--- config.mk ---
export PLATFORM = sky130hd
export DESIGN_NAME = audio_timer_port_registers_top
export DESIGN_NICKNAME = d
export VERILOG_FILES = /design/src/rtl/atpr_pkg.sv /design/src/rtl/atpr_timer.sv /design/src/rtl/audio_timer_port_registers_top.sv
export SDC_FILE = /design/constraint.sdc
export NUM_CORES = 1
export LEC_CHECK = 0
export BUFFER_PORTS_ARGS = -buffer_cell sky130_fd_sc_hd__buf_2
export CAP_MARGIN = 40
export CELL_PAD_IN_SITES_DETAIL_PLACEMENT = 0
export CELL_PAD_IN_SITES_GLOBAL_PLACEMENT = 1
export CORE_AREA = 5 5 141 143
export DETAILED_ROUTE_END_ITERATION = 10
export DIE_AREA = 0 0 146 148
export PLACE_DENSITY_LB_ADDON = 0.1
export SLEW_MARGIN = 15
export SYNTH_ARGS = -nofsm -noshare
export SYNTH_HDL_FRONTEND = slang
export SYNTH_SLANG_ARGS = --single-unit
--- constraint.sdc ---
create_clock -name i_clk -period 5.32 [get_ports i_clk]
set_clock_uncertainty 0.1 [all_clocks]
set_input_delay 1.064 -clock i_clk [delete_from_list [all_inputs] [get_ports i_clk]]
set_output_delay 1.064 -clock i_clk [all_outputs]
set_load 0.03 [all_outputs]
--- src/rtl/atpr_pkg.sv ---
// shared types and constants for the audio timer and port register page
package atpr_pkg;

    localparam int SLOW_PERIOD = 128;
    localparam int FAST_PERIOD = 16;

    localparam int TIMER_COUNT = 3;
    localparam int FAST_TIMER  = 2;
    localparam int IN_PORTS    = 6;
    localparam int OUT_PORTS   = 4;

    localparam logic [6:0] SLOW_RELOAD = 7'(SLOW_PERIOD - 1);
    localparam logic [6:0] FAST_RELOAD = 7'(FAST_PERIOD - 1);

    typedef enum logic [2:0] {
        OP_TICK       = 3'd0,
        OP_CPU_READ   = 3'd1,
        OP_CPU_WRITE  = 3'd2,
        OP_HOST_WRITE = 3'd3,
        OP_HOST_READ  = 3'd4
    } t_opcode;

    localparam logic [3:0] REG_CONTROL  = 4'h1;
    localparam logic [3:0] REG_DSP_ADDR = 4'h2;
    localparam logic [3:0] REG_PORT0    = 4'h4;
    localparam logic [3:0] REG_PORT3    = 4'h7;
    localparam logic [3:0] REG_PORT4    = 4'h8;
    localparam logic [3:0] REG_PORT5    = 4'h9;
    localparam logic [3:0] REG_TARGET0  = 4'hA;
    localparam logic [3:0] REG_TARGET2  = 4'hC;
    localparam logic [3:0] REG_COUNT0   = 4'hD;
    localparam logic [3:0] REG_COUNT2   = 4'hF;

    localparam int CTRL_CLR_PORTS01 = 4;
    localparam int CTRL_CLR_PORTS23 = 5;
    localparam int CTRL_ROM_VISIBLE = 7;

    typedef struct packed {
        logic [2:0] opcode;
        logic [3:0] register_offset;
        logic [7:0] write_data;
    } t_in_item;

    typedef struct packed {
        logic [7:0] read_data;
        logic       rom_visible;
    } t_out_item;

    typedef struct packed {
        logic       tick;
        logic       ctrl_wr;
        logic       enable;
        logic       target_wr;
        logic       read_clr;
        logic [7:0] data;
    } t_tmr_ctrl;

endpackage

--- src/rtl/atpr_timer.sv ---
// one timer: prescaler, 8-bit divider with target and 4-bit output counter
module atpr_timer (
    input  logic                i_clk,
    input  logic                i_rst_n,
    input  atpr_pkg::t_tmr_ctrl i_ctrl,
    input  logic [6:0]          i_reload,
    output logic [3:0]          o_count
);
    import atpr_pkg::*;

    logic [6:0] r_prescale, n_prescale;
    logic [7:0] r_divider, n_divider;
    logic [7:0] r_target, n_target;
    logic [3:0] r_count, n_count;
    logic       r_enable, n_enable;
    logic [7:0] div_inc;

    assign div_inc = r_divider + 8'd1;

    always_comb begin
        n_prescale = r_prescale;
        n_divider  = r_divider;
        n_target   = r_target;
        n_count    = r_count;
        n_enable   = r_enable;
        if (i_ctrl.tick) begin
            if (r_prescale == 7'd0) begin
                n_prescale = i_reload;
                if (r_enable) begin
                    if (div_inc == r_target) begin
                        n_divider = 8'd0;
                        n_count   = r_count + 4'd1;
                    end else begin
                        n_divider = div_inc;
                    end
                end
            end else begin
                n_prescale = r_prescale - 7'd1;
            end
        end
        if (i_ctrl.ctrl_wr) begin
            // starting a stopped timer restarts divider and counter
            if (!r_enable && i_ctrl.enable) begin
                n_divider = 8'd0;
                n_count   = 4'd0;
            end
            n_enable = i_ctrl.enable;
        end
        if (i_ctrl.target_wr) begin
            n_target = i_ctrl.data;
        end
        if (i_ctrl.read_clr) begin
            n_count = 4'd0;
        end
    end

    always_ff @(posedge i_clk) begin
        if (!i_rst_n) begin
            r_prescale <= '0;
            r_divider  <= '0;
            r_target   <= '0;
            r_count    <= '0;
            r_enable   <= 1'b0;
        end else begin
            r_prescale <= n_prescale;
            r_divider  <= n_divider;
            r_target   <= n_target;
            r_count    <= n_count;
            r_enable   <= n_enable;
        end
    end

    assign o_count = r_count;

endmodule

--- src/rtl/audio_timer_port_registers_top.sv ---
// I/O register page of an audio coprocessor: three timers, mailbox ports, control, DSP address.
// Each transaction is a tick, a CPU read or write of offsets F0-FF, or a host mailbox access.
// A transaction is registered on entry and handled from that input register, all three timers
// in parallel, so the block takes one transaction per clock while the output is not stalled
// and returns exactly one result per transaction, held in the result register, which lets a new
// transaction enter while a finished one waits. No clearing pass after reset is needed.
module audio_timer_port_registers_top (
    input  logic                i_clk,
    input  logic                i_rst_n,
    input  logic                i_in_valid,
    output logic                o_in_stall,
    input  atpr_pkg::t_in_item  i_in_item,
    output logic                o_out_valid,
    input  logic                i_out_stall,
    output atpr_pkg::t_out_item o_out_item
);
    import atpr_pkg::*;

    logic      r_in_valid;
    t_in_item  r_in_item;
    logic      r_out_valid;
    t_out_item r_out_item;

    logic [7:0] r_in_ports [IN_PORTS];
    logic [7:0] r_out_ports [OUT_PORTS];
    logic [7:0] r_dsp_addr;
    logic       r_rom_visible, n_rom_visible;

    logic       in_accept;
    logic       advance;
    logic       is_tick, is_cpu_rd, is_cpu_wr, is_host_wr, is_host_rd;
    logic       host_ok;
    logic [3:0] off;
    logic [7:0] wdata;
    logic [2:0] in_idx;
    logic [1:0] out_idx;
    logic [7:0] rd_data;

    t_tmr_ctrl  tmr_ctrl [TIMER_COUNT];
    logic [3:0] tmr_count [TIMER_COUNT];

    assign advance    = r_in_valid && (!r_out_valid || !i_out_stall);
    assign o_in_stall = r_in_valid && !advance;
    assign in_accept  = i_in_valid && !o_in_stall;

    assign off     = r_in_item.register_offset;
    assign wdata   = r_in_item.write_data;
    assign in_idx  = 3'(off - REG_PORT0);
    assign out_idx = off[1:0];
    assign host_ok = (off[3:2] == 2'b00);

    assign is_tick    = advance && (r_in_item.opcode == OP_TICK);
    assign is_cpu_rd  = advance && (r_in_item.opcode == OP_CPU_READ);
    assign is_cpu_wr  = advance && (r_in_item.opcode == OP_CPU_WRITE);
    assign is_host_wr = advance && (r_in_item.opcode == OP_HOST_WRITE) && host_ok;
    assign is_host_rd = advance && (r_in_item.opcode == OP_HOST_READ) && host_ok;

    // timers
    for (genvar t = 0; t < TIMER_COUNT; t++) begin : g_timer
        always_comb begin
            tmr_ctrl[t].tick      = is_tick;
            tmr_ctrl[t].ctrl_wr   = is_cpu_wr && (off == REG_CONTROL);
            tmr_ctrl[t].enable    = wdata[t];
            tmr_ctrl[t].target_wr = is_cpu_wr && (off == REG_TARGET0 + 4'(t));
            tmr_ctrl[t].read_clr  = is_cpu_rd && (off == REG_COUNT0 + 4'(t));
            tmr_ctrl[t].data      = wdata;
        end

        atpr_timer u_timer (
            .i_clk    (i_clk),
            .i_rst_n  (i_rst_n),
            .i_ctrl   (tmr_ctrl[t]),
            .i_reload ((t == FAST_TIMER) ? FAST_RELOAD : SLOW_RELOAD),
            .o_count  (tmr_count[t])
        );
    end

    // read data
    always_comb begin
        rd_data = 8'd0;
        if (is_cpu_rd) begin
            case (off) inside
                REG_DSP_ADDR:             rd_data = r_dsp_addr;
                [REG_PORT0:REG_PORT5]:    rd_data = r_in_ports[in_idx];
                [REG_COUNT0:REG_COUNT2]: begin
                    case (off)
                        REG_COUNT0:         rd_data = {4'd0, tmr_count[0]};
                        REG_COUNT0 + 4'd1:  rd_data = {4'd0, tmr_count[1]};
                        default:            rd_data = {4'd0, tmr_count[2]};
                    endcase
                end
                default:                  rd_data = 8'd0;
            endcase
        end else if (is_host_rd) begin
            rd_data = r_out_ports[out_idx];
        end
    end

    always_comb begin
        n_rom_visible = r_rom_visible;
        if (is_cpu_wr && (off == REG_CONTROL)) begin
            n_rom_visible = wdata[CTRL_ROM_VISIBLE];
        end
    end

    // port and control registers
    always_ff @(posedge i_clk) begin
        if (!i_rst_n) begin
            for (int i = 0; i < IN_PORTS; i++) begin
                r_in_ports[i] <= 8'd0;
            end
            for (int i = 0; i < OUT_PORTS; i++) begin
                r_out_ports[i] <= 8'd0;
            end
            r_dsp_addr    <= 8'd0;
            r_rom_visible <= 1'b1;
        end else begin
            r_rom_visible <= n_rom_visible;
            if (is_cpu_wr) begin
                case (off) inside
                    REG_CONTROL: begin
                        if (wdata[CTRL_CLR_PORTS01]) begin
                            r_in_ports[0] <= 8'd0;
                            r_in_ports[1] <= 8'd0;
                        end
                        if (wdata[CTRL_CLR_PORTS23]) begin
                            r_in_ports[2] <= 8'd0;
                            r_in_ports[3] <= 8'd0;
                        end
                    end
                    REG_DSP_ADDR:          r_dsp_addr <= wdata;
                    [REG_PORT0:REG_PORT3]: r_out_ports[out_idx] <= wdata;
                    [REG_PORT4:REG_PORT5]: r_in_ports[in_idx] <= wdata;
                    default: begin
                    end
                endcase
            end
            if (is_host_wr) begin
                r_in_ports[{1'b0, out_idx}] <= wdata;
            end
        end
    end

    // input and result registers
    always_ff @(posedge i_clk) begin
        if (!i_rst_n) begin
            r_in_valid  <= 1'b0;
            r_out_valid <= 1'b0;
        end else begin
            if (in_accept) begin
                r_in_valid <= 1'b1;
            end else if (advance) begin
                r_in_valid <= 1'b0;
            end
            if (advance) begin
                r_out_valid <= 1'b1;
            end else if (!i_out_stall) begin
                r_out_valid <= 1'b0;
            end
        end
    end

    always_ff @(posedge i_clk) begin
        if (in_accept) begin
            r_in_item <= i_in_item;
        end
        if (advance) begin
            r_out_item.read_data   <= rd_data;
            r_out_item.rom_visible <= n_rom_visible;
        end
    end

    assign o_out_valid = r_out_valid;
    assign o_out_item  = r_out_item;

endmodule

==> results.toml, run 1 <==
[placed_design]
globalplace.congestion = 0.828
io_buffers = 29
dp_worst_setup_slack_ns = 1.13
dp_hpwl_mm = 16.1
placed_cell_area_um2 = 9910

[power]
p_leak_nw = 3.90
pwr_density_cell_nw_per_um2 = 325
vdd_drop_max_mv = 0.280

[cts]
clkLatencyLatePin_ns = 0.51
cts_buffer_depth = 3
htreeDepth = 1
clock_sinks = 201
cts-buffers-inserted = 23
cts_resized = 0
ctsHoldBuffers = 0
clockRootBuffer = "clkbuf_16"
cts_setup_buffers = 0
cts_tree = "done"
path_clk_slew_ns = 0.06

[global_route]
grt_pass1_vias = 7062
grt_start_max_net_pins = 58
grt_use_total_pct = 21.9
grt_pass1_wl_mm = 37.9
overflow = 0
antenna_found_initial = 1

[yosys]
yosysTopAreaCell = "edfxtp_1"
ys_top_cells_by_count = "104 x edfxtp_1, 97 x dfxtp_1, 82 x nor2_1, 68 x and2_1, 57 x nand2_1"
synth_cells = 919
synth_ff_type = "edfxtp_1"
synth.avg_cell_area_um2 = 10.4
ys_warn_count = 0
synthArstFlopShare_pct = 0
seq_area_frac_synth_pct = 52.8
netlist_area_um2 = 9590
synth_top_area_share_pct = 32.6
synth_cell_types = 60
synth-seq-cells = 201
yosys-top-cells-area = "edfxtp_1 33%, dfxtp_1 20%, and2_1 4.4%, mux4_2 3.8%, nor2_1 3.2%"
synth_fp_nets = 947
synth_edf_count = 104
synth_most_common_cell = "edfxtp_1"

[layout]
syn2layout_area_growth_pct = 11.5
num-nets-final = 966
multiInputGateArea_um2 = 4210
fill_cells = 1592
regArea_um2 = 5060
n_antenna_cell = 0
drive_above_1_share_pct = 12.5
final_area_um2 = 10700

[sta]
period_share_pct = 69.0
hold_viol = 0
tns_ns = 0
fmax_ghz = 0.272
rsz0062_at_grt = "false"
relSlewSlack_pct = 38.6
finalCriticalPeriod_ns = 3.67
worst-slew-pin-transition_ns = 0.912
fin_ws_ns = 1.65
slew_violations = 0
setup_viol = 0

[outcome]
outcome = "finished, final reports clean"

[hold_path]
hp-class = "register to register"

[die]
num_rows = 50
core_um2 = 18500
die_h_um = 148
dieArea_um2 = 21600
initial_utilization_pct = 52.0
chipWidth_um = 146
ioPinCount = 30

[setup_path]
required_ns = 5.40
critPathTopFamily = "simple AND/OR/NAND/NOR gates"
worstPathCellList = "buf_2, a21bo_2, inv_1, and3_1, a31oi_1, nand2b_1, nor3_1, nand2b_1"
cp_num_buf_inv = 2
crit_path_start_kind = "input pin"
worstPathArrival_ns = 3.75
critPathKind = "input pin to register"
cp-end-kind = "register"
cp_slowest_cell = "nor3_1"
max_stage_delay_ns = 0.49
crit_fanout = 14
cpMostUsedCell = "nand2b_1"

[routing]
routed_wl_mm = 23.6
viasPerCell = 6.00
vias = 7131
ant_nets = 0
routedWlPerCell_um = 19.9
first_pass_iters = 5
drc = 0
drtIter0Drc = 531

[flow_run]
drv_cap = 0
[flip-flops by register name, indices dropped and copies added, names as in the netlist, named ones only]
signal and cells:
r_in_ports 48, r_out_ports 32, g_timer.u_timer.r_divider 24, g_timer.u_timer.r_target 24, g_timer.u_timer.r_prescale 21, g_timer.u_timer.o_count 12
o_out_item 9, r_dsp_addr 8, wdata 8, off 4, g_timer.u_timer.r_enable 3, r_in_item 3
o_out_valid 1, r_in_valid 1, r_rom_visible 1
[layout make-up]
cell class                 count  share of cell area (%)
timing repair buffer          44                    2.30
tap                          234                    2.74
sequential                   201                    47.4
clock buffer                  30                    5.81
multi-input combinational    636                    39.3
inverter                      32                    1.12
clock inverter                12                    1.36
[path summary, 6_finish.rpt]
kind                                                  startpoint                               end  slack [ns]  depth (start not counted)
worst min-delay path            g_timer[2].u_timer.r_prescale[6]  g_timer[2].u_timer.r_prescale[6]        0.35                          2
worst min register to register  g_timer[2].u_timer.r_prescale[6]  g_timer[2].u_timer.r_prescale[6]        0.35                          2
worst max register to register                            off[3]                  r_in_ports[1][1]        1.83                          6
worst max-delay path                                 i_out_stall                  r_in_ports[1][1]        1.65                          8
[cell families after synthesis]
family | count (synthesis) | synth area share, %
simple gates | 394 | 21.7
flops | 201 | 52.8
compound gates | 139 | 9.26
buf+inv | 82 | 3.44
mux | 58 | 8.31
xor+xnor | 36 | 3.29
fa+ha+maj | 9 | 1.17
[metrics by stage]
step / instances / util [%] / power [mW] / hold WS (ns)
2_1_floorplan: 919 / - / 1.85 / 0.312
3_3_place_gp: 1140 / 53.6 / 1.91 / 0.330
3_5_place_dp: 1145 / 53.7 / 1.92 / 0.340
4_1_cts: 1187 / 57.9 / 3.52 / 0.354
5_1_grt: 1189 / 58.0 / 3.60 / 0.381
6_report: 1189 / 58.0 / 3.48 / 0.354
[placed cells by master (no fill, tap or decap), types with 13 or more instances in the layout]
cell       count
o21ai_0       29
nand3_1       44
nor2_1        82
xor2_1        13
mux2i_1       29
a21oi_1       42
nor3_1        29
edfxtp_1     104
nand2b_1      13
and2_1        68
nor4_1        15
mux2_2        13
nand2_1       57
buf_2         35
mux4_2        16
xnor2_1       23
inv_1         30
or3_1         13
dfxtp_1       97
clkbuf_16     23
nand4_1       17
[worst min-delay path: cells and delay by family, from the launching register on]
family | cells | cell delay, ns
flops | 1 | 0.31
compound gates | 1 | 0.04
simple gates | 1 | 0.06
[routing by layer]
layer	up-vias	wire (um)	track usage (%)
met5	-	0	0
met3	71	1140	3.28
met4	0	1010	8.61
met2	190	11400	37.1
met1	3468	10100	28.5
li1	3402	-	-
[where the power goes]
part           internal [mW]  switching (mW)  total (mW)
sequential              1.67          0.0453        1.71
combinational         0.0631           0.113       0.177
clock                  0.971           0.621        1.59
total                   2.70           0.779        3.48
(Power assumes the default switching activity.)
==> run 2, diff against run 1 <==
--- a/config.mk
+++ b/config.mk
@@ -9,9 +9,9 @@
 export CAP_MARGIN = 40
 export CELL_PAD_IN_SITES_DETAIL_PLACEMENT = 0
 export CELL_PAD_IN_SITES_GLOBAL_PLACEMENT = 1
-export CORE_AREA = 5 5 141 143
+export CORE_AREA = 5 5 153 155
 export DETAILED_ROUTE_END_ITERATION = 10
-export DIE_AREA = 0 0 146 148
+export DIE_AREA = 0 0 158 160
 export PLACE_DENSITY_LB_ADDON = 0.1
 export SLEW_MARGIN = 15
 export SYNTH_ARGS = -nofsm -noshare
==> constraint.sdc (replaced) <==
create_clock -name i_clk -period 3.3 [get_ports i_clk]
set_clock_uncertainty 0.1 [all_clocks]
set_input_delay 0.66 -clock i_clk [delete_from_list [all_inputs] [get_ports i_clk]]
set_output_delay 0.66 -clock i_clk [all_outputs]
set_load 0.03 [all_outputs]
==> results.toml, run 2 (synthesis gave the netlist of run 1 again) <==
[outcome]
outcome = "finished, final reports clean"

[cts]
cts_setup_buffers = 0
cts_resized = 0
htreeDepth = 1
clockRootBuffer = "clkbuf_16"
path_clk_slew_ns = 0.06
clock_sinks = 201
cts_buffer_depth = 3
cts-buffers-inserted = 23
clkLatencyLatePin_ns = 0.50
ctsHoldBuffers = 0
cts_tree = "done"

[layout]
reg_top3 = "r_in_ports x48, r_out_ports x32"
drive_above_1_share_pct = 14.7
regArea_um2 = 5060
num-nets-final = 988
final_area_um2 = 11000
n_antenna_cell = 0
syn2layout_area_growth_pct = 14.8
top_register = "r_in_ports"
fill_cells = 1965
multiInputGateArea_um2 = 4210
final_common_cell = "edfxtp_1"
largest_register_ff_count = 48
mostFrequentLayoutCells = "104 x edfxtp_1, 97 x dfxtp_1, 82 x nor2_1, 68 x and2_1, 57 x nand2_1"

[die]
die_h_um = 160
dieArea_um2 = 25300
initial_utilization_pct = 44.2
chipWidth_um = 158
ioPinCount = 30
core_um2 = 21700
num_rows = 54

[setup_path]
cp-end-kind = "register"
crit_fanout = 20
cp_slowest_cell = "a2111o_1"
worst-path-stages = 6
setup.worst_path.end = "g_timer[1].u_timer.o_count[2]"
max_stage_delay_ns = 0.69
required_ns = 3.63
critPathKind = "register to register"
critPathTopFamily = "simple AND/OR/NAND/NOR gates"
crit_path_start_kind = "register"
ff2ff_path_depth = 6
r2r-start = "g_timer[1].u_timer.r_divider[3]"
cp_num_buf_inv = 0
regToRegEndpoint = "g_timer[1].u_timer.o_count[2]"
reg2reg_slack_ns = 0.40
worstPathArrival_ns = 3.23
crit_path_start = "g_timer[1].u_timer.r_divider[3]"
worstPathCellList = "and4_4, nand2_2, or4b_1, a2111o_1, or4_1, a21oi_1"

[global_route]
grt_use_total_pct = 18.9
grt_pass1_wl_mm = 38.0
overflow = 0
grt_pass1_vias = 6969
antenna_found_initial = 0
grt_start_max_net_pins = 29

[routing]
viasPerCell = 5.63
drtIter0Drc = 545
routedWlPerCell_um = 18.9
routed_wl_mm = 23.8
ant_nets = 0
drc = 0
vias = 7067
first_pass_iters = 5

[sta]
holdWs_ns = 0.232
tns_ns = 0
period_share_pct = 88.0
relSlewSlack_pct = 47.0
setup_viol = 0
fin_ws_ns = 0.397
slew_violations = 0
fmax_ghz = 0.344
hold_viol = 0
rsz0062_at_grt = "false"
finalCriticalPeriod_ns = 2.90
worst-slew-pin-transition_ns = 0.794

[hold_path]
hp-class = "input pin to register"

[flow_run]
drv_cap = 0

[power]
pwr_density_cell_nw_per_um2 = 535
p_total_mw = 5.90
vdd_drop_max_mv = 0.429
p_leak_nw = 4.05

[placed_design]
dp_hpwl_mm = 16.9
io_buffers = 29
globalplace.congestion = 0.816
placed_cell_area_um2 = 10200
dp_worst_setup_slack_ns = 0.312
run 2: cell type report:
type	count	share of cell area [%]
clock buffer	26	5.42
clock inverter	15	2.31
inverter	32	1.09
multi-input combinational	636	38.2
sequential	201	46.0
tap	280	3.18
timing repair buffer	66	3.84
run 2: worst min path at each step:
stage	start	end	slack, ns	cells past startpoint
after floorplan	g_timer[2].u_timer.r_prescale[6]	g_timer[2].u_timer.r_prescale[6]	0.31	2
after global placement	g_timer[2].u_timer.r_prescale[6]	g_timer[2].u_timer.r_prescale[6]	0.32	2
after detailed placement	g_timer[2].u_timer.r_prescale[6]	g_timer[2].u_timer.r_prescale[6]	0.34	2
after CTS	i_in_item[13]	r_in_item[13]	0.21	1
after global routing	i_in_item[5]	wdata[5]	0.20	1
final	i_in_item[13]	r_in_item[13]	0.23	1
run 2: worst register-to-register path: stages, from the launching register on:
cell and delay, ns:
dfxtp_1 0.47, and4_4 0.30, nand2_2 0.07, or4b_1 0.47, a2111o_1 0.69, or4_1 0.58, a21oi_1 0.15
run 2: routing by layer:
metal | vias up | GRT usage, % | part of all wire, %
li1 | 3456 | - | -
met2 | 127 | 30.4 | 47
met3 | 47 | 2.90 | 4.3
met5 | - | 0 | 0
met1 | 3437 | 26.1 | 45
met4 | 0 | 6.48 | 3.6
run 2: power breakdown:
part,switching [mW],internal (mW),total (mW)
logic,0.177,0.112,0.288
clock network,1.00,1.84,2.85
registers,0.0741,2.69,2.76
run 2: through the flow:
step           cells  util [%]
2_1_floorplan    919         -
3_3_place_gp    1215      46.9
3_5_place_dp    1215      46.9
4_1_cts         1256      50.8
5_1_grt         1256      50.8
6_report        1256      50.8
